<file path="config.mk">
export PLATFORM = sky130hd
export DESIGN_NAME = word_hash_digit_pattern_unit
export DESIGN_NICKNAME = d
export VERILOG_FILES = /design/src/sv/whdp_pkg.sv /design/src/sv/whdp_ctrl.sv /design/src/sv/whdp_dpath.sv /design/src/sv/word_hash_digit_pattern_unit.sv
export SDC_FILE = /design/constraint.sdc
export NUM_CORES = 1
export LEC_CHECK = 0
export ABC_AREA = 1
export BUFFER_PORTS_ARGS = -buffer_cell sky130_fd_sc_hd__buf_2
export CAP_MARGIN = 40
export CORE_MARGIN = 5
export CORE_UTILIZATION = 55
export DETAILED_ROUTE_END_ITERATION = 8
export PLACE_DENSITY_LB_ADDON = 0.3
export SLEW_MARGIN = 20
export SYNTH_ARGS = -nofsm -noshare
export SYNTH_HDL_FRONTEND = slang
export SYNTH_SLANG_ARGS = --single-unit
</file>
<file path="constraint.sdc">
create_clock -name clk -period 10.2 [get_ports clk]
set_input_delay 0.51 -clock clk [delete_from_list [all_inputs] [get_ports clk]]
set_output_delay 0.51 -clock clk [all_outputs]
set_load 0.02 [all_outputs]
</file>
<file path="src/sv/whdp_pkg.sv">
// ----------------------------------------------------------------------------
// whdp_pkg: shared types and constants for the word hash digit pattern unit
// Holds the controller state type, the command and status structs between
// the controller and the datapath, and the mod-ten digit function.
// ----------------------------------------------------------------------------
package whdp_pkg;

  localparam int PatternLen = 64;
  localparam int MaxRun     = 64;
  localparam int RunLen     = (PatternLen > MaxRun) ? MaxRun :
                              ((PatternLen < 1) ? 1 : PatternLen);

  localparam int IdxW = 6;
  localparam logic [IdxW-1:0] LAST_IDX = IdxW'(RunLen - 1);

  localparam logic [31:0] HASH_INIT = 32'd5381;
  localparam logic [31:0] LCG_MUL   = 32'd1103515245;
  localparam logic [31:0] LCG_ADD   = 32'd12345;

  localparam int InDataW  = 8;
  localparam int OutDataW = 48;

  typedef enum logic {
    ST_IDLE,
    ST_RUN
  } state_t;

  typedef struct packed {
    logic add_char;
    logic load_word;
    logic emit;
  } cmd_t;

  typedef struct packed {
    logic out_free;
    logic at_last;
  } status_t;

  // x mod 10 via x mod 2 and x mod 5; 16 = 1 (mod 5) so nibbles fold
  function automatic logic [3:0] digit_of(input logic [31:0] x);
    logic [6:0] s;
    logic [4:0] t;
    logic [4:0] u;
    logic [3:0] r;
    s = '0;
    for (int i = 0; i < 8; i++) begin
      s = s + 7'(x[4*i +: 4]);
    end
    t = 5'(s[6:4]) + 5'(s[3:0]);
    u = 5'(t[4]) + 5'(t[3:0]);
    if (u >= 5'd15) begin
      r = 4'(u - 5'd15);
    end else if (u >= 5'd10) begin
      r = 4'(u - 5'd10);
    end else if (u >= 5'd5) begin
      r = 4'(u - 5'd5);
    end else begin
      r = u[3:0];
    end
    if (r[0] == x[0]) begin
      return r;
    end else begin
      return r + 4'd5;
    end
  endfunction

endpackage

</file>
<file path="src/sv/whdp_ctrl.sv">
// ----------------------------------------------------------------------------
// whdp_ctrl: sequencing controller
// Takes characters and end words while idle, then steps the digit run one
// word at a time as the output register frees up.
// ----------------------------------------------------------------------------
module whdp_ctrl
  import whdp_pkg::*;
(
  input  logic    clk,
  input  logic    rst,
  input  logic    s_axis_tvalid,
  input  logic    s_axis_tlast,
  output logic    s_axis_tready,
  input  status_t status,
  output cmd_t    cmd
);

  state_t state;
  state_t state_next;

  always_ff @(posedge clk) begin
    if (rst) begin
      state <= ST_IDLE;
    end else begin
      state <= state_next;
    end
  end

  always_comb begin
    state_next = state;
    case (state)
      ST_IDLE: begin
        if (s_axis_tvalid && s_axis_tlast) state_next = ST_RUN;
      end
      ST_RUN: begin
        if (status.out_free && status.at_last) state_next = ST_IDLE;
      end
      default: state_next = ST_IDLE;
    endcase
  end

  always_comb begin
    s_axis_tready = 1'b0;
    cmd           = '0;
    case (state)
      ST_IDLE: begin
        s_axis_tready = 1'b1;
        cmd.add_char  = s_axis_tvalid && !s_axis_tlast;
        cmd.load_word = s_axis_tvalid && s_axis_tlast;
      end
      ST_RUN: begin
        cmd.emit = status.out_free;
      end
      default: ;
    endcase
  end

endmodule

</file>
<file path="src/sv/whdp_dpath.sv">
// ----------------------------------------------------------------------------
// whdp_dpath: hash and digit datapath
// Running DJB2 hash, LCG generator, digit index and the output register.
// ----------------------------------------------------------------------------
module whdp_dpath
  import whdp_pkg::*;
(
  input  logic                clk,
  input  logic                rst,
  input  logic [InDataW-1:0]  char_code,
  input  cmd_t                cmd,
  output status_t             status,
  input  logic                m_axis_tready,
  output logic                m_axis_tvalid,
  output logic [OutDataW-1:0] m_axis_tdata,
  output logic                m_axis_tlast
);

  logic [31:0]     running_hash;
  logic [31:0]     word_hash;
  logic [31:0]     gen;
  logic [IdxW-1:0] idx;
  logic [3:0]      out_digit;
  logic [IdxW-1:0] out_idx;
  logic [31:0]     out_hash;
  logic            out_last;
  logic [31:0]     hash_step;
  logic [31:0]     gen_step;

  assign hash_step = (running_hash << 5) + running_hash + 32'(char_code);
  assign gen_step  = gen * LCG_MUL + LCG_ADD;

  assign status.out_free = !m_axis_tvalid || m_axis_tready;
  assign status.at_last  = (idx == LAST_IDX);

  always_ff @(posedge clk) begin
    if (rst) begin
      running_hash  <= HASH_INIT;
      m_axis_tvalid <= 1'b0;
    end else begin
      if (cmd.load_word) begin
        running_hash <= HASH_INIT;
      end else if (cmd.add_char && char_code != '0) begin
        running_hash <= hash_step;
      end
      if (cmd.emit) begin
        m_axis_tvalid <= 1'b1;
      end else if (m_axis_tready) begin
        m_axis_tvalid <= 1'b0;
      end
    end
  end

  always_ff @(posedge clk) begin
    if (cmd.load_word) begin
      word_hash <= running_hash;
      gen       <= running_hash;
      idx       <= '0;
    end else if (cmd.emit) begin
      gen <= gen_step;
      idx <= idx + IdxW'(1);
    end
    if (cmd.emit) begin
      out_digit <= digit_of(gen);
      out_idx   <= idx;
      out_hash  <= word_hash;
      out_last  <= status.at_last;
    end
  end

  assign m_axis_tdata = {6'b0, out_hash, out_idx, out_digit};
  assign m_axis_tlast = out_last;

endmodule

</file>
<file path="src/sv/word_hash_digit_pattern_unit.sv">
// ----------------------------------------------------------------------------
// word_hash_digit_pattern_unit: DJB2 word hash with LCG digit pattern
// Hashes the characters of a word and, on the end word, emits a run of
// decimal digits drawn from an LCG seeded with the hash.
// ----------------------------------------------------------------------------
//  channel   dir  payload                                         last
//  s_axis    in   tdata[7:0] char_code                            word_end
//  m_axis    out  tdata digit[3:0] digit_index[9:4] hash[41:10]   last_digit
//
//  Characters: one character per cycle while idle.
//  End word: 64-word digit run, one per cycle; input stalls until the
//  final digit is in the output register.
//  Output stall holds the run.
//  Reset: synchronous; hash back to 5381, output empty.
// ----------------------------------------------------------------------------
module word_hash_digit_pattern_unit
  import whdp_pkg::*;
(
  input  logic                clk,
  input  logic                rst,
  input  logic                s_axis_tvalid,
  output logic                s_axis_tready,
  input  logic [InDataW-1:0]  s_axis_tdata,   // [7:0] char_code
  input  logic                s_axis_tlast,
  output logic                m_axis_tvalid,
  input  logic                m_axis_tready,
  output logic [OutDataW-1:0] m_axis_tdata,   // [3:0] digit, [9:4] digit_index,
                                              // [41:10] word_hash, zero above
  output logic                m_axis_tlast
);

  cmd_t    cmd;
  status_t status;

  whdp_ctrl u_ctrl (
    .clk           (clk),
    .rst           (rst),
    .s_axis_tvalid (s_axis_tvalid),
    .s_axis_tlast  (s_axis_tlast),
    .s_axis_tready (s_axis_tready),
    .status        (status),
    .cmd           (cmd)
  );

  whdp_dpath u_dpath (
    .clk           (clk),
    .rst           (rst),
    .char_code     (s_axis_tdata),
    .cmd           (cmd),
    .status        (status),
    .m_axis_tready (m_axis_tready),
    .m_axis_tvalid (m_axis_tvalid),
    .m_axis_tdata  (m_axis_tdata),
    .m_axis_tlast  (m_axis_tlast)
  );

endmodule
</file>
==> metrics.cfg, run 1 <==
[outcome]
status=completed

[timing]
final_hold_viol_count=0
setup_violations=0
slew_viol_final=0
period_share_pct=71.8
max_slew_margin_pct=52.6
worst_slew_pin_slew_ns=0.710
clock.fmax_mhz=136
setup_tns_ns=0
rsz0062_at_grt=no
worst_slack_ns=2.87
clock_skew_ns=0.00878
min_period_ns=7.33

[logic_synthesis]
synthArstFlopShare_pct=0
netlist_instances=1956
ys_ff_latch=147
syn_area_um2=17900
ys.flop_type=edfxtp_1
synth_edf_count=107
yosysUniqueCellTypes=46
syn_avg_cell_area_um2=9.16
ys_seq_area_share_pct=22.4
yosysWarnings=0

[cts]
cts_buffers=17
cts_setup_buffers=0
cts.clk_slew.worst_paths_ns=0.06
cts_buffer_depth=2
cts.sinks=147
clock_latency_ns=0.43
cts_tree=built
hold_buffers=0
htree_levels=4
cts_resized=0
root_buffer=clkbuf_16

[worst_setup_path]
start_kind=register
cp_common_cell=inv_1
cp-startpoint=u_dpath.gen[2]$_DFFE_PP_
worstSetupPathType=reg -> reg
cp_max_fo=9
slowest_stage=edfxtp_1
end_kind=register
cp.arrival_ns=7.52
worstPathRequired_ns=10.39
critPathBufInv=10
cp_top_family=adder cells
rr_startpoint=u_dpath.gen[2]$_DFFE_PP_
cpPeakStageDelay_ns=0.58

[global_routing]
antenna_found_initial=2
grt_pass1_wl_um=71800
gr-usage-all-layers_pct=25.5
grt_pass1_vias=13622
grt_overflow=0
grt_max_degree=62

[routing]
drc=0
firstDrtPassIters=5
routed_wl_um=44300
drtAntennaViolNets=0
vias_per_cell=5.26
num_vias=13038
drt_iter0_markers=805
routedWlPerCell_um=17.9

[floorplanning]
die_w_um=191
num_rows=66
die-area_um2=36300
die_h_um=191
core_area_um2=32400
io_pins=64
start_util_pct=55.4

[hold_path]
hp-start=rst
hold_class=in -> reg

[layout]
nets=2536
synthToLayoutAreaGrowth_pct=8.01
drive_gt1_share_pct=7.37
nFillCells=2852
mostFrequentLayoutCell=inv_1
layout_common_cells=527 x inv_1, 283 x ha_1, 226 x nand2_1

[placed_design]
gpl.final_weighted_congestion=0.975
place_ws_ns=2.92
dp.final_hpwl_um=38100
port_buffers=57

[flow_run]
maxCapViolations=0

## layout make-up
class	count	area (µm²)	area share, %
multi-input cells	1257	11800	61.0
well taps	442	553	2.86
clock buffers	19	433	2.24
clock inverters	13	180	0.931
diodes	1	2.50	0.0129
repair buffers	64	350	1.81
flip-flops and latches	147	4010	20.7
inverters	534	2010	10.4
## kinds of logic after synthesis
| family | synth area share [%] |
|---|---|
| AND/OR/NAND/NOR | 11.6 |
| other | 0.0209 |
| buffers and inverters | 11.8 |
| AO/OA/AOI/OAI | 7.17 |
| adder cells (fa/ha/maj) | 44.2 |
| XOR/XNOR | 2.79 |
| flip-flops | 22.4 |
## final timing paths
check,end,slack [ns],cells after the start
worst min register to register,u_dpath.out_hash[0]$_DFFE_PP_,0.42,0
worst max-delay path,u_dpath.out_digit[2]$_DFFE_PP_,2.87,40
worst min-delay path,u_dpath.m_axis_tvalid$_SDFFE_PP0P_,0.27,2
worst max register to register,u_dpath.out_digit[2]$_DFFE_PP_,2.87,40
## worst reg2reg max path: cells and delay by family (launching register included)
kind	cells	cell delay (ns)
XOR/XNOR	1	0.26
AND/OR/NAND/NOR	15	1.28
adder cells (fa/ha/maj)	12	4.03
buffers and inverters	10	0.63
flip-flops	1	0.58
AO/OA/AOI/OAI	2	0.30
## registers in the layout (all words and copies together), names as in the netlist
name                   cells
u_ctrl.state               1
u_dpath.running_hash      32
u_dpath.m_axis_tvalid      1
u_dpath.out_hash          32
u_dpath.out_idx            6
u_dpath.m_axis_tlast       1
u_dpath.idx                6
u_dpath.out_digit          4
u_dpath.gen               32
u_dpath.word_hash         32
## synthesized netlist by cell type, types with 2 or more instances
cell type	instances	area (µm²)
a21boi_0	2	15.0
a21o_1	10	75.1
a21oi_1	96	480
a21oi_2	4	35.0
a221oi_1	2	17.5
a31oi_1	6	37.5
buf_4	6	45.0
clkbuf_1	17	63.8
dfxtp_1	40	801
edfxtp_1	107	3210
fa_1	219	4380
ha_1	283	3540
inv_1	528	1980
inv_2	4	15.0
inv_4	2	12.5
nand2_1	226	848
nand2_2	11	68.8
nand2_4	4	45.0
nand3_1	71	355
nand3_2	9	90.1
nand3b_1	3	22.5
nand4_1	7	43.8
nor2_1	85	319
nor3_1	13	65.1
nor3b_1	2	15.0
nor4_1	5	31.3
o211ai_1	5	37.5
o21a_1	2	15.0
o21ai_0	84	420
o21ai_1	7	35.0
o21bai_1	8	60.1
o31ai_1	3	22.5
or2_2	17	106
xnor2_1	28	245
xor2_1	29	254
## per-layer routing
layer  global-route usage [%]  vias to the layer above  part of all wire (%)
met5                        0                        -                 0.025
met4                     6.13                        2                   2.0
met3                     4.49                       61                   6.4
met2                     42.7                      372                    49
met1                     34.8                     6337                    43
li1                         -                     6266                     -
## through the flow
stage / std cells / cell area [µm²] / hold slack (ns) / utilization [%]
global placement: 2443 / 18700 / 0.406 / 57.8
CTS: 2476 / 19400 / 0.252 / 59.8
detailed placement: 2444 / 18700 / 0.405 / 57.9
finish: 2477 / 19400 / 0.271 / 59.8
global route: 2476 / 19400 / 0.274 / 59.8
floorplan: 1961 / 17900 / 0.400 / -
Power of run 1 is left out: the tool's default activity adds up to more than one toggle a clock period on the data nets, which glitch-free logic cannot reach.
==> inputs of run 2 (changes only) <==
clock period = 6.1 ns   (was 10.2 ns; I/O delays follow)
==> metrics.cfg, run 2 (synthesis gave the netlist of run 1 again) <==
[outcome]
status=finished, violations left
violations=setup timing

[floorplanning]
die-area_um2=36300
num_rows=66
die_h_um=191
io_pins=64
die_w_um=191
start_util_pct=55.4
core_area_um2=32400

[cts]
htree_levels=4
cts_buffer_depth=2
cts_buffers=17
cts_tree=built
clock_latency_ns=0.45
cts.sinks=147
cts.clk_slew.worst_paths_ns=0.08
root_buffer=clkbuf_16
hold_buffers=0

[layout]
insertedDiodeCount=0
nets=2788
mostFrequentLayoutCell=inv_1
synthToLayoutAreaGrowth_pct=26.1
layout_common_cells=473 x inv_1, 236 x ha_1, 236 x buf_4
drive_gt1_share_pct=28.2

[global_routing]
met1_usage_pct=34.7
grt_pass1_vias=15144
antenna_found_initial=0
busiest_layer=met2
grt_pass1_wl_um=78300
grt_max_degree=68
met2_usage_pct=47.5
use_met3_pct=6.81
grt_overflow=0
gr-usage-all-layers_pct=28.1

[hold_path]
hold_class=in -> reg

[timing]
worst_slew_pin_slew_ns=0.807
period_share_pct=111
max_slew_margin_pct=46.2
setup_violations=14
final_hold_viol_count=0
worst_slack_ns=-0.680
clock.fmax_mhz=147
clock_skew_ns=0.0213
slew_viol_final=0
rsz0062_at_grt=yes
min_period_ns=6.78
holdWs_ns=0.0467

[worst_setup_path]
slowest_stage=fa_1
cp.arrival_ns=7.01
critPathBufInv=8
end_kind=register
cp_top_family=adder cells
cp_max_fo=4
worstSetupPathType=reg -> reg
cpPeakStageDelay_ns=0.49
worstPathRequired_ns=6.33
start_kind=register

[placed_design]
port_buffers=57
gpl.final_weighted_congestion=1.00
place_ws_ns=-0.665
dp.final_hpwl_um=40900

[routing]
routed_wl_um=51100
routedWlPerCell_um=18.7
drc=0
drtAntennaViolNets=0
vias_per_cell=5.23
drt_iter0_markers=892
num_vias=14277
firstDrtPassIters=5

[flow_run]
maxCapViolations=0

-- run 2: changes by cell type in the layout (fill, tap and decap cells not counted), sizes merged --
cell and delta:
buf +252, clkinvlp +5, diode -1, clkinv -5, inv +3, clkbuf -1
bufinv -2
-- run 2: final timing paths --
path                             startpoint                                  to  slack [ns]  depth (start not counted)
min                                     rst  u_dpath.m_axis_tvalid$_SDFFE_PP0P_        0.05                          2
min reg2reg  u_dpath.word_hash[4]$_DFFE_PP_       u_dpath.out_hash[4]$_DFFE_PP_        0.41                          0
max reg2reg        u_dpath.gen[0]$_DFFE_PP_      u_dpath.out_digit[2]$_DFFE_PP_       -0.68                         40
max                u_dpath.gen[0]$_DFFE_PP_      u_dpath.out_digit[2]$_DFFE_PP_       -0.68                         40
-- run 2: repair_timing --
| action | CTS | global route |
|---|---|---|
| pin swaps | 89 | 160 |
| setup endpoints to repair | 22 | 21 |
| endpoints found under the hold margin | 0 | 0 |
| buffers inserted | 39 | 24 |
| resized for setup | 179 | 155 |
-- run 2: layer usage --
layer,part of all wire (%),vias up
met2,49,440
met3,6.2,132
met4,4.5,0
met5,0,-
met1,40,6949
li1,-,6756
-- run 2: stage by stage --
stage	area [µm²]	util [%]	instances	TNS (ns)
2_1_floorplan	18000	-	1961	-1.24
3_3_place_gp	20300	62.6	2641	-8.02
3_5_place_dp	20300	62.6	2641	-9.37
5_1_grt	22600	69.8	2728	-7.94
4_1_cts	21900	67.6	2710	-2.90
6_report	22600	69.8	2728	-4.50
-- run 2: area by class of cell --
class	count	area (µm²)
flip-flops and latches	147	4010
clock inverters	14	169
fillers	2457	9760
repair buffers	316	2320
inverters	534	2020
clock buffers	18	429
multi-input cells	1257	13100
well taps	442	553
Power of run 2 is left out for the same reason.
